**src/rtl/stt_pkg.sv**
```systemverilog
// Package: shared types and constants for the sparse triplet transpose block.
`default_nettype none
package stt_pkg;

   localparam int ROW_W       = 10;
   localparam int COL_W       = 10;
   localparam int VALUE_W     = 32;
   localparam int CSR_DATA_W  = 11;
   localparam int CSR_IDX_W   = 1;

   localparam int MAX_TERMS_DEFAULT = 64;
   localparam int MAX_DIM_DEFAULT   = 1024;

   localparam logic [CSR_IDX_W-1:0] CSR_NUM_ROWS = 1'd0;
   localparam logic [CSR_IDX_W-1:0] CSR_NUM_COLS = 1'd1;

   localparam logic [CSR_DATA_W-1:0] NUM_ROWS_RESET = 11'd1024;
   localparam logic [CSR_DATA_W-1:0] NUM_COLS_RESET = 11'd1024;

   typedef struct packed {
      logic                      valid;
      logic [ROW_W-1:0]          row;
      logic [COL_W-1:0]          col;
      logic signed [VALUE_W-1:0] value;
   } term_type;

   typedef enum logic [1:0] {
      OP_HOLD,
      OP_INSERT,
      OP_SHIFT,
      OP_CLEAR
   } cell_op_type;

   typedef struct packed {
      cell_op_type op;
   } cell_ctrl_type;

   typedef enum logic {
      ST_LOAD,
      ST_EMIT
   } state_type;

endpackage
`default_nettype wire

```
**src/rtl/stt_ctrl.sv**
```systemverilog
// Controller: load and emit sequencing, term count and dropped flag.
`default_nettype none
module stt_ctrl #(
   parameter int MAX_TERMS = stt_pkg::MAX_TERMS_DEFAULT
) (
   input  wire logic               clock,
   input  wire logic               reset,
   input  wire logic               req_valid,
   output logic                    req_ready,
   input  wire logic               req_last_term,
   output logic                    rsp_valid,
   input  wire logic               rsp_ready,
   input  wire logic               head_emit,
   input  wire logic               head_last,
   output logic                    dropped,
   output stt_pkg::cell_ctrl_type  ctrl
);

   localparam int CNT_W = $clog2(MAX_TERMS + 1);

   stt_pkg::state_type state_ff, state_in;
   logic [CNT_W-1:0]   count_ff, count_in;
   logic               dropped_ff, dropped_in;
   logic               full;
   logic               req_fire;

   assign full     = (count_ff == CNT_W'(MAX_TERMS));
   assign req_fire = req_valid && req_ready;

   always_comb begin
      state_in = state_ff;
      unique case (state_ff)
         stt_pkg::ST_LOAD: begin
            if (req_valid && req_last_term) begin
               state_in = stt_pkg::ST_EMIT;
            end
         end
         stt_pkg::ST_EMIT: begin
            if (!head_emit || (rsp_ready && head_last)) begin
               state_in = stt_pkg::ST_LOAD;
            end
         end
         default: state_in = stt_pkg::ST_LOAD;
      endcase
   end

   always_comb begin
      req_ready  = 1'b0;
      rsp_valid  = 1'b0;
      ctrl.op    = stt_pkg::OP_HOLD;
      count_in   = count_ff;
      dropped_in = dropped_ff;
      unique case (state_ff)
         stt_pkg::ST_LOAD: begin
            req_ready = 1'b1;
            if (req_fire) begin
               if (full) begin
                  dropped_in = 1'b1;
               end else begin
                  ctrl.op  = stt_pkg::OP_INSERT;
                  count_in = count_ff + CNT_W'(1);
               end
            end
         end
         stt_pkg::ST_EMIT: begin
            rsp_valid = head_emit;
            // drop the whole store once the run ends
            if (!head_emit || (rsp_ready && head_last)) begin
               ctrl.op    = stt_pkg::OP_CLEAR;
               count_in   = '0;
               dropped_in = 1'b0;
            end else if (rsp_ready) begin
               ctrl.op = stt_pkg::OP_SHIFT;
            end
         end
         default: ctrl.op = stt_pkg::OP_HOLD;
      endcase
   end

   always_ff @(posedge clock) begin
      if (reset) begin
         state_ff   <= stt_pkg::ST_LOAD;
         count_ff   <= '0;
         dropped_ff <= 1'b0;
      end else begin
         state_ff   <= state_in;
         count_ff   <= count_in;
         dropped_ff <= dropped_in;
      end
   end

   assign dropped = dropped_ff;

endmodule
`default_nettype wire
```
**config.mk**
```make
export PLATFORM = sky130hd
export DESIGN_NAME = stt_ctrl
export DESIGN_NICKNAME = d
export VERILOG_FILES = /design/src/rtl/stt_pkg.sv /design/src/rtl/stt_ctrl.sv
export SDC_FILE = /design/constraint.sdc
export NUM_CORES = 1
export LEC_CHECK = 0
export ABC_CLOCK_PERIOD_IN_PS = 3300
export BUFFER_PORTS_ARGS = -buffer_cell sky130_fd_sc_hd__buf_2
export CAP_MARGIN = 25
export CORE_AREA = 3 3 41 43
export CTS_CLUSTER_DIAMETER = 40
export DETAILED_ROUTE_END_ITERATION = 6
export DIE_AREA = 0 0 44 46
export PLACE_DENSITY = 0.66
export SLEW_MARGIN = 0
export SYNTH_ARGS = -nofsm -noshare
export SYNTH_HDL_FRONTEND = slang
export SYNTH_SLANG_ARGS = --single-unit
```
**constraint.sdc**
```tcl
create_clock -name clock -period 3.3 [get_ports clock]
set_input_delay 0.33 -clock clock [delete_from_list [all_inputs] [get_ports clock]]
set_output_delay 0.33 -clock clock [all_outputs]
set_load 0.005 [all_outputs]
```
== Word level (Yosys, flattened, before mapping) ==
Index checks and enable logic that the tools add are counted.
Storage, ports and cells
  flip-flop bits (word level): 9
  output and inout bits: 5
  bits of input ports: 7
  logic and storage cells: 35
Cells by class
  reduce and logical (&&, ||, !) cells: 7
  muxes and demuxes: 18
  bitwise logic cells: 1
  eq/ne operators: 5
  $add $sub $neg: 1
Operators with widths (number)
  two-way mux 7 bit: 3
  case mux 7 bit (2 select lines): 1
  two-way mux 1 bit: 9
  adder 7 x 1 -> 7 bit (second input constant): 1
  == test 7 bit (second input constant): 1
  inequality test 2 bit (second input constant): 3
  AND reduction 3 bit: 2
  two-way mux 2 bit: 2
  case mux 1 bit (2 select lines): 2
  case mux 2 bit (2 select lines): 1
  logical AND 1 bit: 3
  inequality test 2 x 1 -> 1 bit (second input constant): 1
  logical NOT 1 bit: 1
  logical OR 1 bit: 1
  NOT 1 bit: 1

== Logic depth before layout (Yosys ltp) ==
  depth in word-level cells: 4
  mapped depth: 6
  gate-level depth less buffers: 6

== Least setup slack after synthesis ==
OpenSTA, ideal clock, no wires.
  kind: flip-flop to output port
  start point: register count_ff[2]
  end point: output port ctrl[0] (netlist bit)
  required time: 2970 ps
  slack: 1795 ps
  stages on the path, launching flop included: 4
  arrival time: 1175 ps
  buffers on the path: 0
  cells stage by stage: dfxtp_1 -> or4b_4 -> o21ai_4 -> nand2_1
RTL lines
  from (decl): line stt_ctrl.sv:22  | logic [CNT_W-1:0] count_ff, count_in;
  from (signal assigned): line stt_ctrl.sv:87  | count_ff <= count_in;
  to (decl): line stt_ctrl.sv:16  | output stt_pkg::cell_ctrl_type ctrl

==> impl_metrics.json <==
{
  "status": "finished, final reports clean",
  "cts_resized": 0,
  "cts-root-buf": "clkbuf_4",
  "clock_path_buffers": 2,
  "cp_slowest_cell": "or4b_4",
  "numClockSinks": 9,
  "antenna_found_initial": 0,
  "synthesis.nets": 69,
  "syn_avg_cell_area_um2": 8.38,
  "row_count": 13,
  "postPlaceCellArea_um2": 573,
  "initial_core_util_pct": 37.7,
  "async_reset_ff_share_pct": 0,
  "drt-total-wl_mm": 1.09,
  "timing.max_cap.violations": 0,
  "fin_cells": 89,
  "grt_pass1_wl_mm": 1.88,
  "htree_levels": 1,
  "yosys_warnings": 0,
  "finClkSkew_ns": 0.00118,
  "ys_ff_latch": 9,
  "postCtsSetupBuffers": 0,
  "viasPerCell": 5.31,
  "slew_headroom_pct": 70.6,
  "synth_seq_area_share_pct": 35.8,
  "rsz0062_at_grt": "no",
  "place.detailed.hpwl_um": 851,
  "slew_viol_final": 0,
  "synth_compound_area_share_pct": 21.4,
  "yosysUniqueCellTypes": 28,
  "synthMostInstantiatedCell": "dfxtp_1",
  "synth_common_cells": "9 x dfxtp_1, 7 x nor2_1",
  "ant_nets": 0,
  "diodes": 0,
  "gr-total-overflow": 0,
  "finalInstanceArea_um2": 599,
  "drive_gt1_share_pct": 25.7,
  "holdWs_ns": 0.308,
  "hold_class": "in2reg",
  "reg2regPathDepth": 4,
  "reg2reg_to": "count_ff[5]",
  "synth_edf_count": 0,
  "synthFlopType": "dfxtp_1",
  "portBuffers": 11,
  "tightest_slew_ns": 0.440,
  "muxShareOfSynthArea_pct": 0,
  "synth_top_area_share_pct": 35.8,
  "cp_max_fo": 7,
  "yosysTopAreaCell": "dfxtp_1",
  "synthTopCellsByArea": "dfxtp_1 36%, nor2_1 5.2%, ha_1 5.0%",
  "synthXorXnorAreaFrac_pct": 0,
  "grt_pass1_vias": 453,
  "r2r_setup_slack_ns": 1.77,
  "powerDensity_mw_per_mm2": 405,
  "hold_viol_final": 0,
  "die-area_mm2": 0.00202,
  "synth_fa_ha_area_share_pct": 4.98,
  "r2r_start": "state_ff",
  "hold_buffers": 0,
  "clk-insertion-delay-late_ns": 0.27,
  "syn-cell-area_um2": 503,
  "total_power_mw": 0.243,
  "clk_pin_slew_ns": 0.06,
  "synthCells": 60,
  "post-route-min-period_ns": 1.98,
  "core_area_mm2": 0.00133,
  "crit_path_max_incr_delay_ns": 0.58,
  "end_kind": "output pin",
  "synth_top_family_by_area": "simple AND/OR/NAND/NOR gates",
  "drc": 0,
  "crit_end": "ctrl[0]",
  "crit_chain": "or4b_4 -> o21ai_4 -> nand2_1 -> buf_2",
  "groute.usage.overall_pct": 13.2,
  "p_leak_nw": 0.258,
  "fin_nets": 84,
  "avgRoutedWirePerCell_um": 12.2,
  "final-setup-viol-count": 0,
  "vias": 473,
  "dp_cells": 85,
  "place_congestion": 0.831,
  "crit_type": "reg2out",
  "io-pin-count": 12,
  "die_y_um": 46,
  "fmax_mhz": 505,
  "grt_max_degree": 13,
  "fin_tns_setup_ns": 0,
  "drtIter0Drc": 3,
  "crit_arrival_ns": 1.65,
  "drt-pass1-iter-count": 3,
  "numCtsBuffers": 3,
  "ir_worst_vdd_mv": 0.325,
  "tritoncts": "done",
  "die_w_um": 44,
  "start_kind": "flop",
  "area_growth_pct": 19.2,
  "post-route-period-util_pct": 60.0,
  "cp-startpoint": "count_ff[2]",
  "required_ns": 2.97,
  "synth-simple-area-share_pct": 34.1
}
stage by stage:
step	worst slack (ns)	utilization (%)
6_report	1.32	44.9
5_1_grt	1.24	44.9
4_1_cts	1.31	44.9
3_5_place_dp	1.61	43.0
3_3_place_gp	1.64	43.0
2_1_floorplan	1.79	-
area by class of cell:
type / count / area, um^2
Inverter: 4 / 15.0
Sequential cell: 9 / 180
Fill cell: 144 / 734
Timing Repair Buffer: 11 / 55.1
Clock buffer: 4 / 26.3
Multi-Input combinational cell: 46 / 304
Tap cell: 15 / 18.8
state kept, by name, summed over array words and instances (netlist names):
name,count
count_ff,7
dropped,1
state_ff,1
routing by layer:
metal / vias up / wire, um / track usage, %
met5: - / 0 / 0
met4: 0 / 30 / 9.04
met3: 4 / 39 / 4.74
met2: 5 / 523 / 20.9
met1: 219 / 494 / 14.8
li1: 245 / - / -
cell usage in the layout (no fill, tap or decap), types with 3 or more instances in the layout:
cell	n
a21oi_1	4
buf_2	11
clkbuf_4	3
dfxtp_1	9
inv_1	4
nand2_1	4
nand3_1	4
nor2_1	7
power breakdown:
| group | total [mW] | leakage, nW | switching, mW | internal, mW |
|---|---|---|---|---|
| combinational | 0.0342 | 0.170 | 0.0192 | 0.0150 |
| clock | 0.0880 | 0.0150 | 0.0412 | 0.0468 |
| sequential | 0.120 | 0.0733 | 0.00630 | 0.114 |
worst min-delay path by stage:
| stage | slack, ns | startpoint | cells past startpoint | end |
|---|---|---|---|---|
| 3_3_place_gp | 0.49 | count_ff[4] | 1 | count_ff[4] |
| 4_1_cts | 0.31 | req_last_term | 3 | state_ff |
| 2_1_floorplan | 0.45 | count_ff[0] | 1 | count_ff[0] |
| 6_report | 0.31 | req_last_term | 3 | state_ff |
| 5_1_grt | 0.34 | req_last_term | 3 | state_ff |
| 3_5_place_dp | 0.48 | count_ff[0] | 1 | count_ff[0] |
worst max-delay path, delay by kind of cell, from the launching register on:
family | cells | cell delay [ns]
buffers and inverters | 1 | 0.14
and+or+nand+nor | 2 | 0.68
AOI/OAI and AO/OA | 1 | 0.20
DFF | 1 | 0.36
cell families (layout without fill, tap and decap cells):
family / Yosys count / in the layout
buffers and inverters: 5 / 19
adders and majority gates: 2 / 2
AOI/OAI and AO/OA: 15 / 15
and+or+nand+nor: 29 / 29
DFF: 9 / 9
No activity file was read; power rests on OpenSTA's default activity.
