==> src/rtl/stt_pkg.sv <==
// Package: shared types and constants for the sparse triplet transpose block.
`default_nettype none
package stt_pkg;

   localparam int ROW_W       = 10;
   localparam int COL_W       = 10;
   localparam int VALUE_W     = 32;
   localparam int CSR_DATA_W  = 11;
   localparam int CSR_IDX_W   = 1;

   localparam int MAX_TERMS_DEFAULT = 64;
   localparam int MAX_DIM_DEFAULT   = 1024;

   localparam logic [CSR_IDX_W-1:0] CSR_NUM_ROWS = 1'd0;
   localparam logic [CSR_IDX_W-1:0] CSR_NUM_COLS = 1'd1;

   localparam logic [CSR_DATA_W-1:0] NUM_ROWS_RESET = 11'd1024;
   localparam logic [CSR_DATA_W-1:0] NUM_COLS_RESET = 11'd1024;

   typedef struct packed {
      logic                      valid;
      logic [ROW_W-1:0]          row;
      logic [COL_W-1:0]          col;
      logic signed [VALUE_W-1:0] value;
   } term_type;

   typedef enum logic [1:0] {
      OP_HOLD,
      OP_INSERT,
      OP_SHIFT,
      OP_CLEAR
   } cell_op_type;

   typedef struct packed {
      cell_op_type op;
   } cell_ctrl_type;

   typedef enum logic {
      ST_LOAD,
      ST_EMIT
   } state_type;

endpackage
`default_nettype wire

==> src/rtl/stt_cell.sv <==
// Cell: one slot of the column-sorted term chain.
`default_nettype none
module stt_cell (
   input  wire logic               clock,
   input  wire logic               reset,
   input  wire stt_pkg::cell_ctrl_type ctrl,
   input  wire stt_pkg::term_type  new_term,
   input  wire stt_pkg::term_type  left_term,
   input  wire stt_pkg::term_type  right_term,
   input  wire logic               left_gt,
   output stt_pkg::term_type       term,
   output logic                    gt
);

   stt_pkg::term_type term_ff;
   stt_pkg::term_type term_in;

   // empty slots sort after every key; equal keys keep arrival order
   assign gt = !term_ff.valid || (term_ff.col > new_term.col);

   always_comb begin
      term_in = term_ff;
      case (ctrl.op)
         stt_pkg::OP_INSERT: begin
            if (gt) begin
               term_in = left_gt ? left_term : new_term;
            end
         end
         stt_pkg::OP_SHIFT: term_in = right_term;
         stt_pkg::OP_CLEAR: term_in.valid = 1'b0;
         default:           term_in = term_ff;
      endcase
   end

   always_ff @(posedge clock) begin
      if (reset) begin
         term_ff.valid <= 1'b0;
      end else begin
         term_ff <= term_in;
      end
   end

   assign term = term_ff;

endmodule
`default_nettype wire

==> config.mk <==
export PLATFORM = sky130hd
export DESIGN_NAME = stt_cell
export DESIGN_NICKNAME = d
export VERILOG_FILES = /design/src/rtl/stt_pkg.sv /design/src/rtl/stt_cell.sv
export SDC_FILE = /design/constraint.sdc
export NUM_CORES = 1
export LEC_CHECK = 0
export ABC_CLOCK_PERIOD_IN_PS = 9500
export BUFFER_PORTS_ARGS = -buffer_cell sky130_fd_sc_hd__buf_2
export CORE_AREA = 4 4 91 93
export DETAILED_ROUTE_END_ITERATION = 8
export DIE_AREA = 0 0 95 97
export PLACE_DENSITY = 0.78
export SYNTH_ARGS = -nofsm -noshare
export SYNTH_HDL_FRONTEND = slang
export SYNTH_SLANG_ARGS = --single-unit
export TNS_END_PERCENT = 100
==> constraint.sdc <==
create_clock -name clock -period 9.5 [get_ports clock]
set_input_delay 1.9 -clock clock [delete_from_list [all_inputs] [get_ports clock]]
set_output_delay 1.9 -clock clock [all_outputs]
set_load 0.1 [all_outputs]
**Word-level counts from Yosys, hierarchy flattened**

Index checks and enable logic that the tools add are counted.

- $lt $le $gt $ge: 1
- Equality and inequality tests: 4
- Muxes and demuxes: 4
- Bitwise logic cells: 1
- Reduce and logical (&&, ||, !) cells: 6

Operators by type and width:

| cell | number |
|---|---|
| $mux W53 | 2 |
| $pmux W52 S2 | 1 |
| $gt A10 B10 Y1 | 1 |
| $eq A2 B2 Y1 const B | 2 |
| $pmux W1 S3 | 1 |
| $reduce_and A3 Y1 | 1 |
| $reduce_bool A3 Y1 | 1 |
| $eq A2 B1 Y1 const B | 1 |
| $ne A2 B2 Y1 const B | 1 |
| $reduce_and A2 Y1 | 1 |
| $reduce_bool A2 Y1 | 1 |
| $logic_not A1 Y1 | 1 |
| $logic_or A1 B1 Y1 | 1 |
| $not A1 Y1 | 1 |

- Flip-flop bits (word level): 53
- Input port bits: 164
- Output and inout bits: 54
- Logic and storage cells: 20

**Longest topological paths before layout**

Gate-level depths: netlist of run 1.

- Word-level depth: 4
- Depth in mapped cells: 7
- Depth with buffers taken out: 7

**Worst setup path before layout of run 1**

Ideal clock, no wire load.

- Kind: in2reg
- Start: input new_term[41] (netlist bit)
- End: register term_ff, in the netlist term[0], enable pin
- Setup time: 0.556 ns
- Arrival time: 6.768 ns
- Required time: 8.944 ns
- Slack: 2.176 ns
- Cell stages on the path: 7
- Buffers on the path: 0
- Path through: inv_1 -> ha_1 -> nand4_1 -> nor2_1 -> a221o_1 -> nand3_1 -> a311oi_1

- Cells in the longest elaborated chain, start to end: 4

RTL lines:

| element | RTL line | source |
|---|---|---|
| start: declaration | stt_cell.sv:7 | `input wire stt_pkg::term_type new_term,` |
| $gt A10 B10 Y1 | stt_cell.sv:19 | `assign gt = !term_ff.valid \|\| (term_ff.col > new_term.col);` |
| $logic_or A1 B1 Y1 | stt_cell.sv:19 |  |
| $ne A2 B2 Y1 (no line) | -- |  |
| $reduce_and A3 Y1 (no line) | -- |  |
| end signal: assignment | stt_cell.sv:39 | `term_ff <= term_in;` |
| end: declaration | stt_cell.sv:15 | `stt_pkg::term_type term_ff;` |

Every way passes these cells.
A chain may end at the register's enable or synchronous reset.

**Final worst setup path of run 1**

- Start: input new_term[41] (netlist bit)
- End: output gt

- Cells in the longest elaborated chain, start to end: 2

RTL lines:

| element | RTL line | source |
|---|---|---|
| $gt A10 B10 Y1 | stt_cell.sv:19 |  |
| $logic_or A1 B1 Y1 | stt_cell.sv:19 |  |
| end: declaration | stt_cell.sv:12 | `output logic gt` |

Every way passes these cells.

==> results_dict.tcl, run 1 <==
set metrics [dict create \
    outcome "finished clean" \
    critPathMaxStageDelay_ns 0.31 \
    syn_inst 278 \
    cp-start-kind "input pin" \
    r2r_end "term[25]" \
    reg2reg_depth 7 \
    fp.dieH_um 97 \
    vias 2851 \
    yosysSeqAreaShare 0.5254 \
    dp.cells 584 \
    clk_latency_ns 0.29 \
    end_kind "primary output" \
    avgSynthCellArea_sq_um 10.83 \
    drt_first_pass_iters 4 \
    cts-htree-levels 2 \
    power_density_nw_per_um2 146.1 \
    hold_path_class "reg2reg" \
    routedWlPerCell_um 13.90 \
    syn2layout_area_growth_pct 42.06 \
    post-route-period-util 0.5757 \
    crit_slowest_cell "ha_1" \
    hp-start "term[52]" \
    ioPinCount 218 \
    r2r-start "term[41]" \
    grt_pass1_vias 2722 \
    hold_violations 0 \
    synth_cell_type_count 21 \
    setup_viol 0 \
    period_needed_ns 5.470 \
    synth-seq-cells 53 \
    path_common_cell "buf_2" \
    nFillCells 666 \
    antenna_found_initial 0 \
    grt_first_pass_wirelength_mm 12.23 \
    num_rows 32 \
    detail_route.iter0.violations 89 \
    grt_max_degree 106 \
    rsz0062_at_grt "no" \
    drt_wl_total_mm 8.213 \
    nets 667 \
    worst_ep_required_time_ns 7.60 \
    fin_cells 591 \
    clock_skew_ns 0.007968 \
    multi_input_area_sq_um 1311 \
    timing.slew.headroom 0.4161 \
    clock-sinks 53 \
    post-cts-setup-buffers 0 \
    dieArea_sq_um 9215 \
    ys_warn_count 0 \
    overflow 0 \
    postLayoutCoreUtil 0.5682 \
    antenna_left 0 \
    cts_tree "built" \
    max_clock_freq_mhz 182.8 \
    drc 0 \
    vdd_drop_max_v 0.00006510 \
    clockBufferDepth 2 \
    hold_end "term[52]" \
    crit_type "in2out" \
    syn-cell-area_sq_um 3010 \
    path_cells "buf_2 > inv_1 > ha_1 > a21oi_1 > o211ai_1 > a221o_1 > nand3_1 > nand2_1 > buf_2" \
    crit_start "new_term[41]" \
    gp_congestion 0.7986 \
    tightest_slew_ns 0.8759 \
    dp_hpwl_mm 6.628 \
    cp_max_fo 3 \
    leakage_nw 2.109 \
    maxCapViolCount 0 \
    register_area_sq_um 1582 \
    grt_usage 0.1677 \
    syn-num-nets 456 \
    antenna-diode-count 0 \
    die_w_um 95 \
    tns_ns 0 \
    path_clk_slew_ns 0.08 \
    largest_reg_flops 53 \
    portBuffers 217 \
    coreArea_sq_um 7527 \
    cts_root_buf "clkbuf_8" \
    setup_ws_ns 4.030 \
    via_per_inst 4.824 \
    numCtsBuffers 5 \
    cts_resized 0 \
    drv_slew 0 \
    dpl_worst_slack_ns 4.021 \
    start_util 0.3999 \
    cp.arrival_ns 3.57 \
    hold_buffers 0 \
    holdPathStages 1 \
    reg2reg_slack_ns 7.08 \
    drive_above_1_share 0.4663 \
]
[area by class of cell]
cell class	count	share of cell area
Multi-Input combinational cell	191	0.3066
Clock inverter	1	0.0008777
Clock buffer	6	0.01697
Tap cell	102	0.02984
Inverter	17	0.01492
Timing Repair Buffer	221	0.2610
Sequential cell	53	0.3698
[power breakdown]
part	total, mW	switching [mW]	internal, mW	leakage, nW
sequential	0.284	0.00481	0.279	0.499
combinational	0.225	0.167	0.0585	1.57
clock	0.116	0.0659	0.0499	0.0387
total	0.625	0.237	0.387	2.11
[worst max path at each step]
stage / to
after global placement: gt
after floorplan: term[0]
final: gt
after detailed placement: gt
after global routing: gt
after CTS: gt
[Yosys cell counts, drive strengths merged]
cell type	count	area (sq um)
nand4	2	12.51
nand2	54	202.7
or3	1	6.260
mux2i	53	530.5
a21oi	3	15.01
edfxtp	52	1562
o21ai	52	260.3
inv	17	63.81
ha	14	175.2
a41o	1	10.01
a221o	1	10.01
o211ai	2	15.01
nor2	1	3.750
a21o	3	22.52
a311oi	1	8.760
clkbuf	11	41.29
a221oi	1	8.760
nand3	2	10.01
buf	6	32.53
dfxtp	1	20.02
[cell families (layout without fill, tap and decap cells)]
| family | count (synthesis) | in the layout | synth area share |
|---|---|---|---|
| compound gates | 64 | 64 | 0.1164 |
| simple gates | 60 | 60 | 0.07814 |
| mux | 53 | 53 | 0.1762 |
| flops | 53 | 53 | 0.5254 |
| buf+inv | 34 | 245 | 0.04572 |
| fa+ha+maj | 14 | 14 | 0.05819 |
[layout by cell type, fill, tap and decap left out, types with 2 or more instances in the layout]
| cell | synthesis | final |
|---|---|---|
| a21o_1 | 3 | 3 |
| nand3_1 | 2 | 2 |
| a21oi_1 | 3 | 3 |
| inv_1 | 17 | 17 |
| nand2_1 | 54 | 54 |
| buf_2 | 5 | 217 |
| o211ai_1 | 2 | 2 |
| o21ai_0 | 52 | 52 |
| ha_1 | 14 | 13 |
| edfxtp_1 | 52 | 52 |
| clkbuf_8 | 0 | 5 |
| mux2i_1 | 53 | 53 |
| buf_4 | 1 | 4 |
| nand4_1 | 2 | 2 |
[stage by stage]
stage,power [mW],hold slack (ns),instance area (sq um)
2_1_floorplan,0.4544,1.021,3010
3_3_place_gp,0.5099,0.6021,4200
3_5_place_dp,0.5161,0.6291,4200
4_1_cts,0.6321,0.6414,4277
5_1_grt,0.6547,0.6527,4277
6_report,0.6246,0.6380,4277
[critical path: cells and delay by family]
| kind | cells | cell delay [ns] |
|---|---|---|
| AO/OA/AOI/OAI | 3 | 0.63 |
| adder cells (fa/ha/maj) | 1 | 0.31 |
| buffers and inverters | 3 | 0.44 |
| AND/OR/NAND/NOR | 2 | 0.28 |
[layer usage]
| layer | GRT usage | vias up | wire [um] |
|---|---|---|---|
| li1 | - | 1427 | - |
| met1 | 0.1723 | 1290 | 2930 |
| met2 | 0.3259 | 130 | 4496 |
| met3 | 0.04355 | 4 | 725 |
| met4 | 0.04218 | 0 | 61 |
| met5 | 0 | - | 0 |
Power figures use the tool's default switching activity.
==> run 2: changes to the inputs <==
--- a/config.mk
+++ b/config.mk
@@ -5,12 +5,13 @@
 export SDC_FILE = /design/constraint.sdc
 export NUM_CORES = 1
 export LEC_CHECK = 0
-export ABC_CLOCK_PERIOD_IN_PS = 9500
+export ABC_AREA = 1
+export ABC_CLOCK_PERIOD_IN_PS = 4900
 export BUFFER_PORTS_ARGS = -buffer_cell sky130_fd_sc_hd__buf_2
-export CORE_AREA = 4 4 91 93
+export CORE_AREA = 4 4 96 98
 export DETAILED_ROUTE_END_ITERATION = 8
-export DIE_AREA = 0 0 95 97
-export PLACE_DENSITY = 0.78
+export DIE_AREA = 0 0 100 102
+export PLACE_DENSITY = 0.74
 export SYNTH_ARGS = -nofsm -noshare
 export SYNTH_HDL_FRONTEND = slang
 export SYNTH_SLANG_ARGS = --single-unit
==> constraint.sdc (replaced) <==
create_clock -name clock -period 4.9 [get_ports clock]
set_input_delay 0.98 -clock clock [delete_from_list [all_inputs] [get_ports clock]]
set_output_delay 0.98 -clock clock [all_outputs]
set_load 0.1 [all_outputs]
==> run 2 against run 1 <==
Non-clock buffer count fell by 3. Setup slack got worse by 2.5 ns. Global-route usage shrank 0.62 points. Area after synthesis increased by 0.96%. Highest routed layer unchanged. Die area grew 11%. Clock power up 150%. Critical endpoint unchanged.
==> results_dict.tcl, run 2 <==
set metrics [dict create \
    setup_viol 0 \
    yosys.area_share.xor_xnor 0 \
    syn_inst 354 \
    grt_usage 0.1615 \
    muxShareOfSynthArea 0 \
    max_clock_freq_mhz 299.8 \
    p_sw_mw 0.4880 \
    syn-cell-area_sq_um 3039 \
    cp.arrival_ns 2.36 \
    path_clk_slew_ns 0.09 \
    ioPinCount 218 \
    rsz0062_at_grt "no" \
    drive_above_1_share 0.4194 \
    portBuffers 217 \
    dieArea_sq_um 10200 \
    worst_ep_required_time_ns 3.92 \
    clk_latency_ns 0.30 \
    clockBufferDepth 2 \
    drt_wl_total_mm 8.997 \
    p_clk_frac 0.223 \
    cts_resized 0 \
    multi_input_area_sq_um 1255 \
    post-route-period-util 0.6806 \
    fp.dieH_um 102 \
    synth_ff_type "edfxtp_1" \
    crit_slowest_cell "buf_2" \
    nFillCells 840 \
    post-cts-setup-buffers 0 \
    reg2reg_slack_ns 2.37 \
    finalPower_mw 1.290 \
    detail_route.iter0.violations 89 \
    dp_hpwl_mm 6.688 \
    clock-sinks 53 \
    die_w_um 100 \
    grt_pass1_vias 2971 \
    hold_buffers 0 \
    via_per_inst 4.841 \
    maxCapViolCount 0 \
    cp_top_family "buffers and inverters" \
    avgSynthCellArea_sq_um 8.585 \
    antenna_found_initial 0 \
    clock_skew_ns 0.003358 \
    hold_path_class "reg2reg" \
    timing.slew.headroom 0.2792 \
    coreArea_sq_um 8466 \
    synth-seq-cells 53 \
    synth_edf_count 52 \
    synthAdderAreaFrac 0.05764 \
    swShare 0.3783 \
    synth_cell_type_count 19 \
    crit_type "in2out" \
    cts-htree-levels 2 \
    gp_congestion 0.7869 \
    synth_top_family_by_area "compound AO/OA/AOI/OAI gates" \
    routedWlPerCell_um 13.51 \
    synth_most_common_cell "a21oi_1" \
    synthTopCellsByCount "a21oi_1, nand2_1, nor2_1" \
    vias 3224 \
    hold_violations 0 \
    cp-start-kind "input pin" \
    drc 0 \
    num_rows 34 \
    ys_warn_count 0 \
    syn2layout_area_growth_pct 40.30 \
    leakage_nw 2.074 \
    antenna-diode-count 0 \
    path_common_cell "nand2_1" \
    critPathMaxStageDelay_ns 0.42 \
    grt_max_degree 55 \
    vdd_drop_max_v 0.0001279 \
    grt_first_pass_wirelength_mm 13.23 \
    period_needed_ns 3.335 \
    critical_path_buf_inv_count 3 \
    outcome "finished clean" \
    numCtsBuffers 5 \
    antenna_left 0 \
    synth-simple-area-share 0.1704 \
    overflow 0 \
    cellInternalPower_mw 0.8019 \
    end_kind "primary output" \
    cts_tree "built" \
    yosysTopAreaCell "edfxtp_1" \
    syn-num-nets 532 \
    nets 735 \
    drv_slew 0 \
    synth.area.top_cells "edfxtp_1, a21oi_1, nand2_1, nor2_1, ha_1" \
    synth-compound-area-share 0.1840 \
    cp_max_fo 2 \
    drt_first_pass_iters 4 \
    tns_ns 0 \
    final_cell_mix "buf_2, a21oi_1, nand2_1" \
    power_density_nw_per_um2 302.5 \
    postLayoutCoreUtil 0.5037 \
    start_util 0.3590 \
    register_area_sq_um 1582 \
    yosysSeqAreaShare 0.5204 \
    combPwrFrac 0.350 \
    async_reset_ff_frac 0 \
    final_common_cell "buf_2" \
    cts_root_buf "clkbuf_8" \
    path_cells "buf_2 > inv_1 > ha_1 > nand2_1 > nor2_1 > nand3_1 > nand3_1 > nand2_1 > nand2_1 > buf_2" \
    tightest_slew_ns 1.081 \
    largest_reg_flops 53 \
    p_seq_frac 0.427 \
    yosys.area.top_type_share 0.5138 \
]
==> run 2: changes by cell type in the layout (fill, tap and decap cells not counted), moves of 17 or more <==
cell     before  now
o21ai_0      52    1
nand2_1      54   71
nor2_1        1   54
mux2i_1      53    0
a21oi_1       3  106
==> run 2: kinds of logic (layout without fill, tap and decap cells) <==
logic type	count (synthesis)	count (layout)
AND/OR/NAND/NOR	132	132
AO/OA/AOI/OAI	109	109
flip-flops	53	53
buffers and inverters	46	250
adder cells (fa/ha/maj)	14	14
==> run 2: stage by stage <==
stage	setup slack, ns	hold slack (ns)	cells	instance area [sq um]
after floorplan	1.571	0.9510	354	3039
after global placement	1.578	0.5172	658	4158
after detailed placement	1.561	0.5371	658	4158
after CTS	1.556	0.5522	666	4264
after global routing	1.436	0.5715	666	4264
final	1.565	0.5511	666	4264
==> run 2: worst reg2reg max path: cells and delay by family (launching register included) <==
| kind | cells | cell delay, ns |
|---|---|---|
| simple gates | 7 | 0.62 |
| flops | 1 | 0.42 |
| fa+ha+maj | 1 | 0.30 |
| buf+inv | 1 | 0.77 |
==> run 2: final timing paths <==
kind | from | to | cells past startpoint
min reg2reg | term[52] | term[52] | 2
min | term[52] | term[52] | 2
max | new_term[37] | gt | 10
max reg2reg | term[36] | term[37] | 9
==> run 2: layout make-up <==
type | instances | share of cell area
sequential | 53 | 0.3709
clock buffer | 6 | 0.01702
tap | 108 | 0.03169
inverter | 24 | 0.02171
clock inverter | 2 | 0.007923
multi-input combinational | 255 | 0.2943
timing repair buffer | 218 | 0.2565
==> run 2: routing by layer <==
layer / vias up / GRT usage / part of all wire
li1: 1609 / - / -
met1: 1451 / 0.1764 / 0.38
met2: 151 / 0.3068 / 0.52
met3: 13 / 0.03754 / 0.085
met4: 0 / 0.05492 / 0.018
met5: - / 0 / 0
==> run 2: power by group through the flow <==
| stage | Sequential, mW | Combinational, mW | Clock (mW) |
|---|---|---|---|
| after CTS | 0.552 | 0.454 | 0.298 |
| after detailed placement | 0.562 | 0.453 | 0 |
| after floorplan | 0.779 | 0.117 | 0 |
| final | 0.551 | 0.452 | 0.287 |
| after global routing | 0.554 | 0.480 | 0.317 |
| after global placement | 0.560 | 0.446 | 0 |
